[src/design/ptrd_pkg.sv]
package ptrd_pkg;

    // Fixed field widths of the stream words
    localparam int OP_W      = 2;
    localparam int TIME_W    = 32;
    localparam int TID_W     = 3;
    localparam int MASK_W    = 6;
    localparam int S_TDATA_W = 40;
    localparam int M_TDATA_W = 56;

    // Register file
    localparam int MAX_TASKS = 6;
    localparam int PADDR_W   = 5;
    localparam int REG_IDX_W = 3;
    localparam logic [REG_IDX_W-1:0] REG_START_OFFSET = 3'd6;
    localparam logic [TIME_W-1:0]    PERIOD_RESET     = 32'd1000;

    // Alarm cap span, 2^31, carried at 33 bits
    localparam logic [TIME_W:0] CAP_SPAN = 33'h0_8000_0000;

    // Operation codes
    localparam logic [OP_W-1:0] OP_START    = 2'd0;
    localparam logic [OP_W-1:0] OP_ALARM    = 2'd1;
    localparam logic [OP_W-1:0] OP_DISPATCH = 2'd2;
    localparam logic [OP_W-1:0] OP_FINISH   = 2'd3;

    typedef logic [MAX_TASKS-1:0][TIME_W-1:0] period_arr_t;

    typedef struct packed {
        logic load_in;
        logic exec;
        logic scan_step;
        logic load_out;
    } ptrd_cmd_t;

    typedef struct packed {
        logic is_alarm;
        logic scan_last;
    } ptrd_sts_t;

endpackage

[src/design/ptrd_regs.sv]
module ptrd_regs (
    input  logic                          aclk,
    input  logic                          aresetn,
    input  logic                          psel,
    input  logic                          penable,
    input  logic                          pwrite,
    input  logic [ptrd_pkg::PADDR_W-1:0]  paddr,
    input  logic [31:0]                   pwdata,
    output logic [31:0]                   prdata,
    output logic                          pready,
    output ptrd_pkg::period_arr_t         period,
    output logic [ptrd_pkg::TIME_W-1:0]   start_offset
);
    import ptrd_pkg::*;

    period_arr_t          period_reg;
    logic [TIME_W-1:0]    offset_reg;
    logic [REG_IDX_W-1:0] reg_idx;
    logic                 wr_en;

    assign reg_idx = paddr[PADDR_W-1:2];
    assign wr_en   = psel && penable && pwrite;
    assign pready  = 1'b1;

    always_ff @(posedge aclk) begin
        if (!aresetn) begin
            for (int i = 0; i < MAX_TASKS; i++) begin
                period_reg[i] <= PERIOD_RESET;
            end
            offset_reg <= '0;
        end else if (wr_en) begin
            for (int i = 0; i < MAX_TASKS; i++) begin
                if (reg_idx == REG_IDX_W'(i)) begin
                    period_reg[i] <= pwdata;
                end
            end
            if (reg_idx == REG_START_OFFSET) begin
                offset_reg <= pwdata;
            end
        end
    end

    always_comb begin
        prdata = '0;
        for (int i = 0; i < MAX_TASKS; i++) begin
            if (reg_idx == REG_IDX_W'(i)) begin
                prdata = period_reg[i];
            end
        end
        if (reg_idx == REG_START_OFFSET) begin
            prdata = offset_reg;
        end
    end

    assign period       = period_reg;
    assign start_offset = offset_reg;

endmodule

[src/design/ptrd_ctrl.sv]
module ptrd_ctrl (
    input  logic                aclk,
    input  logic                aresetn,
    input  logic                s_tvalid,
    output logic                s_tready,
    output logic                m_tvalid,
    input  logic                m_tready,
    input  ptrd_pkg::ptrd_sts_t sts,
    output ptrd_pkg::ptrd_cmd_t cmd
);
    import ptrd_pkg::*;

    localparam logic [1:0] ST_IDLE = 2'd0;
    localparam logic [1:0] ST_EXEC = 2'd1;
    localparam logic [1:0] ST_SCAN = 2'd2;
    localparam logic [1:0] ST_OUT  = 2'd3;

    logic [1:0] state_reg, state_next;
    logic       m_tvalid_reg, m_tvalid_next;
    logic       out_free;

    assign s_tready = (state_reg == ST_IDLE);
    assign out_free = !m_tvalid_reg || m_tready;

    always_comb begin
        state_next    = state_reg;
        cmd           = '0;
        m_tvalid_next = m_tvalid_reg && !m_tready;
        case (state_reg)
            ST_IDLE: begin
                if (s_tvalid) begin
                    cmd.load_in = 1'b1;
                    state_next  = ST_EXEC;
                end
            end
            ST_EXEC: begin
                cmd.exec   = 1'b1;
                state_next = sts.is_alarm ? ST_SCAN : ST_OUT;
            end
            ST_SCAN: begin
                cmd.scan_step = 1'b1;
                if (sts.scan_last) begin
                    state_next = ST_OUT;
                end
            end
            ST_OUT: begin
                if (out_free) begin
                    cmd.load_out  = 1'b1;
                    m_tvalid_next = 1'b1;
                    state_next    = ST_IDLE;
                end
            end
            default: begin
                state_next = ST_IDLE;
            end
        endcase
    end

    always_ff @(posedge aclk) begin
        if (!aresetn) begin
            state_reg    <= ST_IDLE;
            m_tvalid_reg <= 1'b0;
        end else begin
            state_reg    <= state_next;
            m_tvalid_reg <= m_tvalid_next;
        end
    end

    assign m_tvalid = m_tvalid_reg;

    a_load_when_free: assert property (@(posedge aclk) disable iff (!aresetn)
        cmd.load_out |-> out_free)
        else $error("result loaded over an untaken word");

    a_accept_to_exec: assert property (@(posedge aclk) disable iff (!aresetn)
        (s_tvalid && s_tready) |=> (state_reg == ST_EXEC))
        else $error("accepted word not executed");

    a_valid_drops_on_take: assert property (@(posedge aclk) disable iff (!aresetn)
        $fell(m_tvalid_reg) |-> $past(m_tready))
        else $error("result word dropped without handshake");

    a_scan_after_alarm: assert property (@(posedge aclk) disable iff (!aresetn)
        (state_reg == ST_EXEC && sts.is_alarm) |=> (state_reg == ST_SCAN))
        else $error("alarm skipped its scan");

endmodule

[src/design/ptrd_datapath.sv]
module ptrd_datapath #(
    parameter int NUM_TASKS   = 6,
    parameter int COUNT_WIDTH = 8
) (
    input  logic                            aclk,
    input  logic                            aresetn,
    input  logic [ptrd_pkg::S_TDATA_W-1:0]  s_tdata,
    input  logic [ptrd_pkg::OP_W-1:0]       s_tuser,
    input  ptrd_pkg::period_arr_t           period,
    input  logic [ptrd_pkg::TIME_W-1:0]     start_offset,
    input  ptrd_pkg::ptrd_cmd_t             cmd,
    output ptrd_pkg::ptrd_sts_t             sts,
    output logic [ptrd_pkg::M_TDATA_W-1:0]  m_tdata
);
    import ptrd_pkg::*;

    localparam int IDX_W = (NUM_TASKS > 1) ? $clog2(NUM_TASKS) : 1;
    localparam logic [COUNT_WIDTH-1:0] COUNT_MAX = {COUNT_WIDTH{1'b1}};

    // Latched input word
    logic [OP_W-1:0]   op_reg;
    logic [TIME_W-1:0] now_reg;
    logic [TID_W-1:0]  tid_reg;

    // Task state
    logic [TIME_W-1:0]      rt_reg   [NUM_TASKS];
    logic [TIME_W-1:0]      rt_next  [NUM_TASKS];
    logic [COUNT_WIDTH-1:0] rc_reg   [NUM_TASKS];
    logic [COUNT_WIDTH-1:0] rc_next  [NUM_TASKS];
    logic [COUNT_WIDTH-1:0] pc_reg   [NUM_TASKS];
    logic [COUNT_WIDTH-1:0] pc_next  [NUM_TASKS];

    // Partial result of the execute step
    logic [MASK_W-1:0] rel_reg, rel_next;
    logic [MASK_W-1:0] miss_reg, miss_next;
    logic              gv_reg, gv_next;
    logic [TID_W-1:0]  gt_reg, gt_next;
    logic              err_reg, err_next;
    logic [TIME_W:0]   alarm_reg, alarm_init;

    logic [IDX_W-1:0]  idx_reg;

    // Output word
    logic [TIME_W-1:0] o_alarm_reg;
    logic [MASK_W-1:0] o_rel_reg, o_miss_reg;
    logic              o_gv_reg, o_err_reg;
    logic [TID_W-1:0]  o_gt_reg;

    always_ff @(posedge aclk) begin
        if (cmd.load_in) begin
            op_reg  <= s_tuser;
            now_reg <= s_tdata[TIME_W-1:0];
            tid_reg <= s_tdata[TIME_W+TID_W-1:TIME_W];
        end
    end

    always_comb begin
        logic found;
        found      = 1'b0;
        rel_next   = '0;
        miss_next  = '0;
        gv_next    = 1'b0;
        gt_next    = '0;
        err_next   = 1'b0;
        alarm_init = '0;
        for (int i = 0; i < NUM_TASKS; i++) begin
            rt_next[i] = rt_reg[i];
            rc_next[i] = rc_reg[i];
            pc_next[i] = pc_reg[i];
        end
        case (op_reg)
            OP_START: begin
                alarm_init = {1'b0, start_offset};
                for (int i = 0; i < NUM_TASKS; i++) begin
                    rt_next[i] = period[i] + start_offset;
                    rc_next[i] = '0;
                    pc_next[i] = '0;
                end
            end
            OP_ALARM: begin
                alarm_init = {1'b0, now_reg} + CAP_SPAN;
                for (int i = 0; i < NUM_TASKS; i++) begin
                    if (rt_reg[i] <= now_reg) begin
                        rel_next[i]  = 1'b1;
                        miss_next[i] = (pc_reg[i] != '0);
                        if (rc_reg[i] == COUNT_MAX) begin
                            err_next = 1'b1;
                        end else begin
                            rc_next[i] = rc_reg[i] + 1'b1;
                        end
                        if (pc_reg[i] == COUNT_MAX) begin
                            err_next = 1'b1;
                        end else begin
                            pc_next[i] = pc_reg[i] + 1'b1;
                        end
                        rt_next[i] = rt_reg[i] + period[i];
                    end
                end
            end
            OP_DISPATCH: begin
                // grant the lowest-numbered task with a pending release
                for (int i = 0; i < NUM_TASKS; i++) begin
                    if (!found && rc_reg[i] != '0) begin
                        found      = 1'b1;
                        rc_next[i] = rc_reg[i] - 1'b1;
                        gv_next    = 1'b1;
                        gt_next    = TID_W'(i);
                    end
                end
            end
            OP_FINISH: begin
                for (int i = 0; i < NUM_TASKS; i++) begin
                    if (tid_reg == TID_W'(i)) begin
                        if (pc_reg[i] == '0) begin
                            err_next = 1'b1;
                        end else begin
                            pc_next[i] = pc_reg[i] - 1'b1;
                        end
                    end
                end
            end
            default: begin
                err_next = 1'b0;
            end
        endcase
    end

    always_ff @(posedge aclk) begin
        if (!aresetn) begin
            for (int i = 0; i < NUM_TASKS; i++) begin
                rt_reg[i] <= '0;
                rc_reg[i] <= '0;
                pc_reg[i] <= '0;
            end
        end else if (cmd.exec) begin
            for (int i = 0; i < NUM_TASKS; i++) begin
                rt_reg[i] <= rt_next[i];
                rc_reg[i] <= rc_next[i];
                pc_reg[i] <= pc_next[i];
            end
        end
    end

    // Execute latches the partial result; the scan folds one task per cycle
    always_ff @(posedge aclk) begin
        if (cmd.exec) begin
            rel_reg   <= rel_next;
            miss_reg  <= miss_next;
            gv_reg    <= gv_next;
            gt_reg    <= gt_next;
            err_reg   <= err_next;
            alarm_reg <= alarm_init;
        end else if (cmd.scan_step) begin
            if ({1'b0, rt_reg[idx_reg]} < alarm_reg) begin
                alarm_reg <= {1'b0, rt_reg[idx_reg]};
            end
        end
    end

    always_ff @(posedge aclk) begin
        if (!aresetn) begin
            idx_reg <= '0;
        end else if (cmd.exec) begin
            idx_reg <= '0;
        end else if (cmd.scan_step) begin
            idx_reg <= idx_reg + 1'b1;
        end
    end

    assign sts.is_alarm  = (op_reg == OP_ALARM);
    assign sts.scan_last = (idx_reg == IDX_W'(NUM_TASKS - 1));

    always_ff @(posedge aclk) begin
        if (cmd.load_out) begin
            o_alarm_reg <= alarm_reg[TIME_W-1:0];
            o_rel_reg   <= rel_reg;
            o_miss_reg  <= miss_reg;
            o_gv_reg    <= gv_reg;
            o_gt_reg    <= gt_reg;
            o_err_reg   <= err_reg;
        end
    end

    assign m_tdata = {{(M_TDATA_W - TIME_W - 2*MASK_W - TID_W - 2){1'b0}},
                      o_err_reg, o_gt_reg, o_gv_reg, o_miss_reg, o_rel_reg, o_alarm_reg};

endmodule

[src/design/periodic_task_release_dispatcher.sv]
// Sequence: an accepted word is executed, and for an alarm every task's release time is
//   then folded into the next-release minimum; the result word is loaded once the result register is free.
// Flow: a new word is accepted only after the last one's result word is loaded, and a
//   single shared compare scans the task release times one at a time for an alarm.
// Reset: aresetn synchronous, active low; clears counts, release times and result valid,
//   and sets every period to 1000 and the start offset to 0.
module periodic_task_release_dispatcher #(
    parameter int NUM_TASKS   = 6,
    parameter int COUNT_WIDTH = 8
) (
    input  logic                            aclk,
    input  logic                            aresetn,
    // Input channel
    input  logic                            s_tvalid,
    output logic                            s_tready,
    // [31:0] now, [34:32] task_id, [39:35] zero
    input  logic [ptrd_pkg::S_TDATA_W-1:0]  s_tdata,
    // [1:0] op
    input  logic [ptrd_pkg::OP_W-1:0]       s_tuser,
    // Result channel
    output logic                            m_tvalid,
    input  logic                            m_tready,
    // [31:0] wake_time, [37:32] released_mask, [43:38] miss_mask,
    // [44] grant_valid, [47:45] grant_task, [48] count_error, [55:49] zero
    output logic [ptrd_pkg::M_TDATA_W-1:0]  m_tdata,
    // Configuration port
    input  logic                            psel,
    input  logic                            penable,
    input  logic                            pwrite,
    input  logic [ptrd_pkg::PADDR_W-1:0]    paddr,
    input  logic [31:0]                     pwdata,
    output logic [31:0]                     prdata,
    output logic                            pready
);
    import ptrd_pkg::*;

    period_arr_t       period;
    logic [TIME_W-1:0] start_offset;
    ptrd_cmd_t         cmd;
    ptrd_sts_t         sts;

    // Period and start offset registers
    ptrd_regs u_regs (
        .aclk         (aclk),
        .aresetn      (aresetn),
        .psel         (psel),
        .penable      (penable),
        .pwrite       (pwrite),
        .paddr        (paddr),
        .pwdata       (pwdata),
        .prdata       (prdata),
        .pready       (pready),
        .period       (period),
        .start_offset (start_offset)
    );

    // Sequencer: accept, execute, scan (alarm only), then load the result word.
    // The result register frees the input side while a word waits downstream.
    ptrd_ctrl u_ctrl (
        .aclk     (aclk),
        .aresetn  (aresetn),
        .s_tvalid (s_tvalid),
        .s_tready (s_tready),
        .m_tvalid (m_tvalid),
        .m_tready (m_tready),
        .sts      (sts),
        .cmd      (cmd)
    );

    // Task state, release update, priority grant and wake-time fold
    ptrd_datapath #(
        .NUM_TASKS   (NUM_TASKS),
        .COUNT_WIDTH (COUNT_WIDTH)
    ) u_datapath (
        .aclk         (aclk),
        .aresetn      (aresetn),
        .s_tdata      (s_tdata),
        .s_tuser      (s_tuser),
        .period       (period),
        .start_offset (start_offset),
        .cmd          (cmd),
        .sts          (sts),
        .m_tdata      (m_tdata)
    );

endmodule

[config.mk]
export PLATFORM = sky130hd
export DESIGN_NAME = periodic_task_release_dispatcher
export DESIGN_NICKNAME = d
export VERILOG_FILES = /design/src/design/ptrd_pkg.sv /design/src/design/ptrd_regs.sv /design/src/design/ptrd_ctrl.sv /design/src/design/ptrd_datapath.sv /design/src/design/periodic_task_release_dispatcher.sv
export SDC_FILE = /design/constraint.sdc
export NUM_CORES = 2
export LEC_CHECK = 0
export BUFFER_PORTS_ARGS = -buffer_cell sky130_fd_sc_hd__buf_2
export CAP_MARGIN = 0
export CORE_ASPECT_RATIO = 0.9
export CORE_MARGIN = 1.5
export CORE_UTILIZATION = 30
export CTS_CLUSTER_DIAMETER = 50
export DETAILED_ROUTE_END_ITERATION = 7
export PLACE_DENSITY = 0.45
export REMOVE_ABC_BUFFERS = 1
export SYNTH_ARGS = -nofsm -noshare
export SYNTH_HDL_FRONTEND = slang
export SYNTH_SLANG_ARGS = --single-unit
[constraint.sdc]
create_clock -name aclk -period 12.6 [get_ports aclk]
set_clock_uncertainty 0.15 [all_clocks]
set_input_delay 1.26 -clock aclk [delete_from_list [all_inputs] [get_ports aclk]]
set_output_delay 1.26 -clock aclk [all_outputs]
set_load 0.01 [all_outputs]
### Word level (Yosys, flattened, before mapping)

Memory sizes are Yosys's and may differ from the RTL's. A register that Yosys moved wholly into a read port is not among the register bits.
Cells that the tools add are included.

* register bits after elaboration: 366
* RAM bits: 288
* input port bits: 86
* output and inout bits: 91
* word-level logic and storage cells: 347
* memories kept: 3

Memory list
* u_datapath.rt_reg: words 6, bits a word 32, read ports 7, clocked after memory_dff 1, write ports 6, RTL line ptrd_datapath.sv:26 `logic [TIME_W-1:0] rt_reg [NUM_TASKS];`
* u_datapath.pc_reg: words 6, bits a word 8, read ports 6, clocked after memory_dff 0, write ports 6, RTL line ptrd_datapath.sv:30 `logic [COUNT_WIDTH-1:0] pc_reg [NUM_TASKS];`
* u_datapath.rc_reg: words 6, bits a word 8, read ports 6, clocked after memory_dff 0, write ports 6, RTL line ptrd_datapath.sv:28 `logic [COUNT_WIDTH-1:0] rc_reg [NUM_TASKS];`

* $add $sub $neg: 38
* $lt $le $gt $ge: 7
* equal/unequal tests: 33
* multiplexer cells: 158
* bitwise operators: 20
* reduce and logical (&&, ||, !) cells: 57

Operators with widths (count)
* $mux 32: 19
* $mux 8: 54
* $add 32x32->32: 12
* $pmux 192 s2: 1
* $pmux 48 s3: 2
* $le 32x32->1: 6
* $mux 33: 3
* $add 8x1->8 const B: 12
* $eq 8x8->1 const B: 12
* $reduce_bool 8->1: 12
* $sub 8x1->8 const B: 12
* $mux 1: 67
* $pmux 33 s2: 1
* $logic_not 8->1: 6
* $add 32x32->33 const B: 1
* $lt 32x33->1: 1
* $reduce_and 2->1: 14
* $eq 3x3->1 const B: 6
* $or 1x1->1: 18
* $eq 3x2->1 const B: 4
* $mux 3: 4
* $mux 2: 5
* $eq 2x2->1 const B: 4
* $logic_and 1x1->1: 8
* 16 further kinds: 29

### Longest topological paths before layout

An unclocked memory read counts as a cell.

* word-level depth: 25
* depth in mapped cells: 19
* mapped depth without buffers: 15

### By module

From an unflattened synthesis, not the netlist that was laid out.

* cells, all modules: 5172
* area, all modules: 46559.7 µm²

Modules (own cells, without submodules)
* ptrd_datapath: instances 1, cells an instance 3817, area each 35784.3 µm², seq. area each 12852.3 µm²
* ptrd_regs: instances 1, cells an instance 1329, area each 10520.1 µm², seq. area each 4484.3 µm²
* ptrd_ctrl: instances 1, cells an instance 26, area each 255.2 µm², seq. area each 60.1 µm²

### Worst setup path before layout

No wires, ideal clock.

* path type: reg2reg
* from: reg with a tool-made name
* to: reg u_datapath.alarm_reg[0], enable pin
* library setup time: 0.434 ns
* arrival time: 4.292 ns
* data required time: 12.016 ns
* path slack: 7.723 ns
* stages on the path, launching flop included: 16
* buffers on the path: 2
* clock period less this slack: 4.877 ns
* path through: dfxtp_1 clkbuf_1 buf_1 mux4_2 nor2_1 a21oi_1 ha_1 a21o_1 a21o_1 a21oi_1 nor2b_1 o21ai_0 nand2b_1 a21oi_1 o31ai_1 a21oi_1

RTL lines
* end signal: assignment: RTL line ptrd_datapath.sv:152 `alarm_reg <= alarm_init;`
* end signal: assignment: RTL line ptrd_datapath.sv:155 `alarm_reg <= {1'b0, rt_reg[idx_reg]};`
* end: declaration: RTL line ptrd_datapath.sv:39 `logic [TIME_W:0] alarm_reg, alarm_init;`

==> results.sh <==
export IMPL_synth_top_family_by_area="simple AND/OR/NAND/NOR gates"
export IMPL_finalInstanceArea_um2=53000
export IMPL_min_path_type="reg -> reg"
export IMPL_clk_path_buf_depth=3
export IMPL_async_reset_ff_share_pct=0
export IMPL_met2_usage_pct=33.4
export IMPL_slew_violations=0
export IMPL_synth_avg_cell_area_um2=8.86
export IMPL_wl_per_cell_um=22.5
export IMPL_synth_ff_type="edfxtp_1"
export IMPL_drt_iter0_markers=3020
export IMPL_synthXorXnorAreaFrac_pct=4.33
export IMPL_antennaDiodeCount=0
export IMPL_rsz0062_at_grt="no"
export IMPL_area_growth_pct=15.5
export IMPL_tightest_slew_ns=1.18
export IMPL_grt_busiest_layer="met2"
export IMPL_worst_setup_path_start_kind="flop"
export IMPL_muxShareOfSynthArea_pct=3.08
export IMPL_cts_buffers=117
export IMPL_max_slew_margin_pct=20.9
export IMPL_core_area_um2=152000
export IMPL_fmax_mhz=181
export IMPL_worstSkewPairLatency_ns=0.74
export IMPL_worstSetupEndpointType="flop"
export IMPL_synthSimpleGateAreaFrac_pct=18.9
export IMPL_grtUsageMet3_pct=2.70
export IMPL_row_count=136
export IMPL_clkTransAtPathRegs_ns=0.05
export IMPL_gr_usage_all_layers_pct=20.9
export IMPL_finalCriticalPeriod_ns=5.52
export IMPL_cts_resized=0
export IMPL_htreeDepth=3
export IMPL_fill_cells=15572
export IMPL_vdd_drop_max_uv=118
export IMPL_holdPathStages=0
export IMPL_dieArea_um2=155000
export IMPL_placed_area_um2=49000
export IMPL_vias=38723
export IMPL_period_share_pct=43.8
export IMPL_synth_fa_ha_area_share_pct=14.2
export IMPL_p_leak_uw=0.0227
export IMPL_clock_sinks=657
export IMPL_antenna_found_initial=11
export IMPL_status="completed"
export IMPL_grt_pass1_vias=37435
export IMPL_die_h_um=374
export IMPL_vias_per_cell=5.23
export IMPL_hold_viol=0
export IMPL_first_pass_iters=5
export IMPL_postCtsSetupBuffers=0
export IMPL_synth_compound_area_share_pct=18.2
export IMPL_grt_pass1_wl_mm=244
export IMPL_ys_seq_elements=657
export IMPL_antenna_left=0
export IMPL_syn_area_um2=45900
export IMPL_synth_edf_count=424
export IMPL_overflow=0
export IMPL_dp_hpwl_mm=129
export IMPL_cts_root_buf="clkbuf_16"
export IMPL_ys_warn_count=0
export IMPL_cap_violations=0
export IMPL_start_util_pct=30.2
export IMPL_wirelength_mm=167
export IMPL_yosysUniqueCellTypes=89
export IMPL_num_io_pins=177
export IMPL_synth_seq_area_share_pct=37.9
export IMPL_setup_viol=0
export IMPL_worstPathArrival_ns=5.84
export IMPL_fin_util_pct=34.8
export IMPL_cts_tree="built"
export IMPL_required_ns=12.92
export IMPL_drc=0
export IMPL_power_density_nw_per_um2=177
export IMPL_multi_input_area_um2=27100
export IMPL_grt_max_degree=148
export IMPL_worst_setup_path_type="reg -> reg"
export IMPL_regArea_um2=17400
export IMPL_path_max_fanout=147
export IMPL_gp_congestion=0.943
export IMPL_fp_dieW_um=415
export IMPL_reg2reg_depth=15
export IMPL_holdBufCountCts=0
export IMPL_nNetsFinal=5903
export IMPL_layout_drive_gt1_share_pct=9.78
export IMPL_fin_setup_tns_ns=0
export IMPL_port_buffers=161
export IMPL_syn_inst=5183
export IMPL_grt_use_met1_pct=28.8
==> logic make-up after synthesis <==
| group | Yosys count |
|---|---|
| XOR/XNOR | 227 |
| other | 2 |
| multiplexers | 100 |
| flip-flops | 657 |
| adder cells (fa/ha/maj) | 509 |
| AND/OR/NAND/NOR | 2011 |
| AO/OA/AOI/OAI | 1270 |
| buffers and inverters | 407 |
==> per-layer routing <==
layer	vias to the layer above	wire, µm
li1	18802	-
met1	18602	77000
met2	1059	74800
met3	246	9470
met4	14	5580
met5	-	96
==> cell type report <==
cell class	count	area share, %
repair buffers	223	2.44
multi-input cells	4125	51.2
well taps	2001	4.72
inverters	184	1.30
clock inverters	78	1.46
clock buffers	143	6.08
flip-flops and latches	657	32.8
==> final timing paths <==
| kind | slack [ns] | startpoint | endpoint |
|---|---|---|---|
| setup reg to reg | 7.08 | u_datapath.op_reg[1] | u_datapath.rt_reg[0][31] |
| setup / recovery | 7.08 | u_datapath.op_reg[1] | u_datapath.rt_reg[0][31] |
| hold / removal | 0.27 | u_datapath.gv_reg | u_datapath.o_gv_reg |
| hold reg to reg | 0.27 | u_datapath.gv_reg | u_datapath.o_gv_reg |
==> cells in the mapped netlist, drive strengths merged, types with 53 or more instances <==
cell | number | share of area [%]
a21boi | 195 | 3.2
nor3 | 59 | 0.64
inv | 184 | 1.5
edfxtp | 424 | 28
nand2 | 1012 | 8.3
a21o | 169 | 2.8
xnor2 | 145 | 2.8
nand3 | 77 | 0.84
nor2 | 500 | 4.1
a21oi | 390 | 4.3
ha | 491 | 13
mux2i | 67 | 1.5
o21bai | 53 | 0.87
xor2 | 82 | 1.6
o21ai | 168 | 1.8
clkbuf | 190 | 1.6
nor2b | 68 | 0.93
dfxtp | 233 | 10
nand2b | 73 | 0.99
nand4 | 84 | 1.1
==> worst max-delay path: stages, from the launching register on <==
cell and delay, ns:
edfxtp_1 0.43, inv_1 0.14, ha_4 0.50, buf_12 0.56, nand2b_1 0.52, nand2_1 0.14
ha_1 0.40, nand4_1 0.22, nor3_1 0.47, nand3_1 0.13, nor3_1 0.55, a2111oi_2 0.18
o31ai_1 0.39, a221oi_2 0.13, xnor2_1 0.15, nor2_1 0.05
==> power breakdown <==
part | switching [µW] | internal [µW]
Combinational | 1840 | 1090
Sequential | 365 | 2820
Clock | 1270 | 1990
==> through the flow <==
stage / total power (µW) / setup WS (ns) / std cells / hold slack [ns]
floorplan: 5080 / 4.60 / 4966 / 0.250
global placement: 6110 / 7.11 / 7190 / 0.251
detailed placement: 6150 / 7.08 / 7190 / 0.256
CTS: 9450 / 7.05 / 7411 / 0.269
global route: 9910 / 6.79 / 7411 / 0.273
finish: 9370 / 7.08 / 7411 / 0.267
==> layout by cell type (no fill, tap or decap), types with 19 or more instances in the layout <==
cell type / netlist / final
nand2_1: 1012 / 1011
nor2_1: 499 / 495
ha_1: 491 / 487
edfxtp_1: 424 / 424
a21oi_1: 386 / 379
dfxtp_1: 233 / 230
a21boi_0: 193 / 193
inv_1: 184 / 184
a21o_1: 167 / 167
o21ai_0: 161 / 161
buf_2: 4 / 158
xnor2_1: 145 / 145
clkbuf_16: 0 / 124
nand4_1: 84 / 84
xor2_1: 82 / 82
nand3_1: 77 / 77
nand2b_1: 73 / 73
mux2i_1: 67 / 67
nor2b_1: 68 / 67
buf_4: 10 / 63
nor3_1: 59 / 57
o21bai_1: 52 / 52
o21a_1: 43 / 43
a211oi_1: 43 / 43
and3_1: 37 / 37
a22oi_1: 34 / 34
nor4_1: 34 / 34
mux4_2: 33 / 33
o22ai_1: 27 / 27
inv_6: 0 / 22
o211ai_1: 19 / 19
a31oi_1: 19 / 19
and2_1: 19 / 19
Note: power is estimated with default switching activity, not from simulation.
